**config.mk**
```make
export PLATFORM = sky130hd
export DESIGN_NAME = pidc_qmul
export DESIGN_NICKNAME = d
export VERILOG_FILES = /design/src/hdl/pidc_pkg.sv /design/src/hdl/pidc_qmul.sv
export SDC_FILE = /design/constraint.sdc
export NUM_CORES = 2
export LEC_CHECK = 0
export BUFFER_PORTS_ARGS = -buffer_cell sky130_fd_sc_hd__buf_2
export CAP_MARGIN = 5
export CORE_UTILIZATION = 50
export CTS_CLUSTER_SIZE = 8
export DETAILED_ROUTE_END_ITERATION = 16
export PLACE_DENSITY = 0.76
export SLEW_MARGIN = 10
export SYNTH_ARGS = -nofsm -noshare
export SYNTH_HDL_FRONTEND = slang
export SYNTH_SLANG_ARGS = --single-unit
```
**constraint.sdc**
```tcl
create_clock -name clk -period 15.4 [get_ports clk]
set_input_delay 1.54 -clock clk [delete_from_list [all_inputs] [get_ports clk]]
set_output_delay 1.54 -clock clk [all_outputs]
set_load 0.02 [all_outputs]
```
**src/hdl/pidc_pkg.sv**
```systemverilog
`timescale 1ns / 1ps

package pidc_pkg;

	// sample and gain widths, all Q16.16
	localparam int DATA_W = 32;
	localparam int GAIN_W = 32;
	localparam int CAP_W  = 31;
	localparam int FRAC_W = 16;

	// exact error and its differences
	localparam int ERR_W  = DATA_W + 1;
	localparam int ESUM_W = DATA_W;
	localparam int OPND_W = ERR_W + 2;

	// product after the Q16.16 shift, and the sum of four terms
	localparam int PROD_W = GAIN_W + OPND_W - FRAC_W;
	localparam int SUM_W  = PROD_W + 2;

	// configuration port
	localparam int CFG_IDX_W  = 3;
	localparam int CFG_DATA_W = 32;

	localparam logic [CFG_IDX_W-1:0] CFG_MODE    = 3'd0;
	localparam logic [CFG_IDX_W-1:0] CFG_GAIN_P  = 3'd1;
	localparam logic [CFG_IDX_W-1:0] CFG_GAIN_I  = 3'd2;
	localparam logic [CFG_IDX_W-1:0] CFG_GAIN_D  = 3'd3;
	localparam logic [CFG_IDX_W-1:0] CFG_GAIN_F  = 3'd4;
	localparam logic [CFG_IDX_W-1:0] CFG_INT_CAP = 3'd5;
	localparam logic [CFG_IDX_W-1:0] CFG_OUT_CAP = 3'd6;

	// controller modes; the spare code runs as feedforward
	localparam int MODE_W = 2;
	localparam logic [MODE_W-1:0] MODE_INCR  = 2'd0;
	localparam logic [MODE_W-1:0] MODE_POS   = 2'd1;
	localparam logic [MODE_W-1:0] MODE_FF    = 2'd2;
	localparam logic [MODE_W-1:0] MODE_SPARE = 2'd3;

endpackage

```
**src/hdl/pidc_qmul.sv**
```systemverilog
`timescale 1ns / 1ps

module pidc_qmul (
	input  logic                               clk,
	input  logic                               en,
	input  logic signed [pidc_pkg::GAIN_W-1:0] gain,
	input  logic signed [pidc_pkg::OPND_W-1:0] opnd,
	output logic signed [pidc_pkg::PROD_W-1:0] prod_s3
);
	import pidc_pkg::*;

	localparam int FULL_W = GAIN_W + OPND_W;

	logic signed [FULL_W-1:0] full;

	// exact signed product
	assign full = gain * opnd;

	// drop the fraction bits: arithmetic shift, floor rounding
	always_ff @(posedge clk) begin
		if (en) begin
			prod_s3 <= full[FULL_W-1:FRAC_W];
		end
	end
endmodule

```
==> metrics.txt <==
hpwl dp 81,600 um; unrepaired setup endpoints after global routing no; GRT Util Overall 0.279; final hold violation count 0; fin crit share 0.649; fin. max-slew vios 0; max_slew headroom 0.322; FILL cells 7,024; port buffer count 119; first-pass GRT wire length 175,000 um; drt wl/cell 20.4 um; clock sinks 51; Synth area leaders fa_1, inv_1, and2_1; area share of fa/ha/maj cells after synthesis 0.641; Reg area 0.00153 sq mm; vias in the first global route 32,081; initial antenna violation count 11; routed wire length 105,000 um; Post-Syn Instances 4,195; Multi-input gate area 0.0339 sq mm; Largest regs prod_s3: 51 flops; Placement Rows 103; vias per cell 5.43; CP Class in -> reg; CTS tree built; Placer Congestion 0.963; Synth Area in Simple Gates 0.155; H-Tree Depth 2; asr flop ratio synth 0; # IOs 120; shortest period the worst path allows 9.99 ns; hold-fix buffers at CTS 0; Root Buffer clkbuf_16; CTS Buf Count 5; EDFF count, synth 51; Synth Area in XOR/XNOR 0.0146; register area share after synthesis 0.0381; Crit. End Element register; area leader, netlist fa_1; Synth Area in Compound Gates 0.0322; max reg flops 51; clock transition at the registers of the reported paths 0.13 ns; Data required, critical path 15.50 ns; core box area 0.0793 sq mm; post-CTS sizing 0; crit start category input port; Post-Syn Nets 5,621; Core Util, Final 0.525; Reg with most FFs prod_s3; maxcap violations 0; vias 28,087; starting density of the core 0.508; crit path DAT 10.10 ns; layout cell share with drive strength beyond 1 0.0396; slew of the pin with the lowest slew margin 1.02 ns; DRT iter0 DRCs 2,086; ANT nets after route 0; main combinational cell family by area after synthesis adder cells; largest net degree at the start of global routing 52; grt ovf 0; class of the worst hold path in -> reg; # DRC 0; Clock Path Buffers 2; Setup-failing EPs final 0; mean area per synthesized cell 9.59 sq um; drt pass-1 iters 6; mapped cell area 0.0402 sq mm; post-CTS setup buffer count 0; NumNets Final 5,543; die area 0.0816 sq mm; critical path peak fanout 35; setup TNS 0 ns; outcome complete, no violations; Die H 286 um; die width 286 um; mux contribution to synthesized area 0; Fmax achieved 100 MHz; Synth cell types 62; Synth top area share 0.583; Area Overhead vs Synth 3.40%; Synth Flop Type edfxtp_1; Ys Warns 0; synthesized flop and latch total 51
[stage by stage]
step                hold WS [ns]  setup slack, ns  instances  cell area (sq um)
CTS                         1.89             5.42       5168              41600
finish                      1.88             5.41       5171              41600
floorplan                   1.65             6.55       4195              40200
global placement            1.98             5.14       5160              41400
global route                1.90             5.02       5170              41600
detailed placement          1.98             5.09       5160              41400
[path summary, 6_finish.rpt]
| check | startpoint | endpoint | cells after the start |
|---|---|---|---|
| max | gain[8] | prod_s3[47]$_DFFE_PP_ | 20 |
| min | en | prod_s3[30]$_DFFE_PP_ | 2 |
[cell usage after synthesis, types with 20 or more instances]
| master | instances |
|---|---|
| a21o_1 | 26 |
| and2_1 | 546 |
| inv_1 | 1050 |
| xnor2_1 | 47 |
| o21ai_0 | 28 |
| nand2_1 | 579 |
| nor2_1 | 51 |
| a21oi_1 | 65 |
| fa_1 | 1171 |
| edfxtp_1 | 51 |
| ha_1 | 186 |
| clkbuf_1 | 218 |
| xor2_1 | 20 |
[cell usage in the layout, fill, tap and decap left out, types with 47 or more instances in the layout]
| master | count |
|---|---|
| a21oi_1 | 65 |
| fa_1 | 1171 |
| nand2_1 | 579 |
| inv_1 | 1050 |
| xnor2_1 | 47 |
| nor2_1 | 51 |
| ha_1 | 186 |
| edfxtp_1 | 51 |
| and2_1 | 546 |
| buf_2 | 119 |
[worst max-delay path, stage by stage]
cell and delay [ns]:
buf_2 0.71, nand2_1 0.29, fa_1 0.68, fa_1 0.91
fa_1 0.54, fa_1 0.52, inv_1 0.06, fa_1 0.58
fa_1 0.44, fa_1 0.53, fa_1 0.44, ha_1 0.45
nand3_1 0.16, or4_1 0.65, a311oi_2 0.68, o21ai_2 0.17
a31oi_4 0.28, a22o_4 0.18, a311oi_2 0.10, xnor2_1 0.16
[logic make-up (layout without fill, tap and decap cells)]
logic type	count (synthesis)	in the layout
flip-flops	51	51
adder cells (fa/ha/maj)	1357	1357
AND/OR/NAND/NOR	1252	1252
other	0	3
XOR/XNOR	67	67
buffers and inverters	1274	1197
AO/OA/AOI/OAI	194	194
[metal layers]
metal / up-vias / wire length [um] / track usage
met5: - / 77 / 0
met4: 12 / 4400 / 0.0984
met3: 330 / 8980 / 0.0552
met2: 1287 / 51500 / 0.467
met1: 14688 / 40500 / 0.361
li1: 11770 / - / -
[area by class of cell]
cell class / count / area share
Multi-Input combinational cell: 2870 / 0.815
Timing Repair Buffer: 139 / 0.0179
Antenna cell: 3 / 0.000180
Inverter: 1050 / 0.0948
Tap cell: 1050 / 0.0316
Clock inverter: 3 / 0.000602
Clock buffer: 5 / 0.00301
Sequential cell: 51 / 0.0368
Power is left out: the tool's default activity adds up to more than one toggle a clock period on the data nets, which glitch-free logic cannot reach.
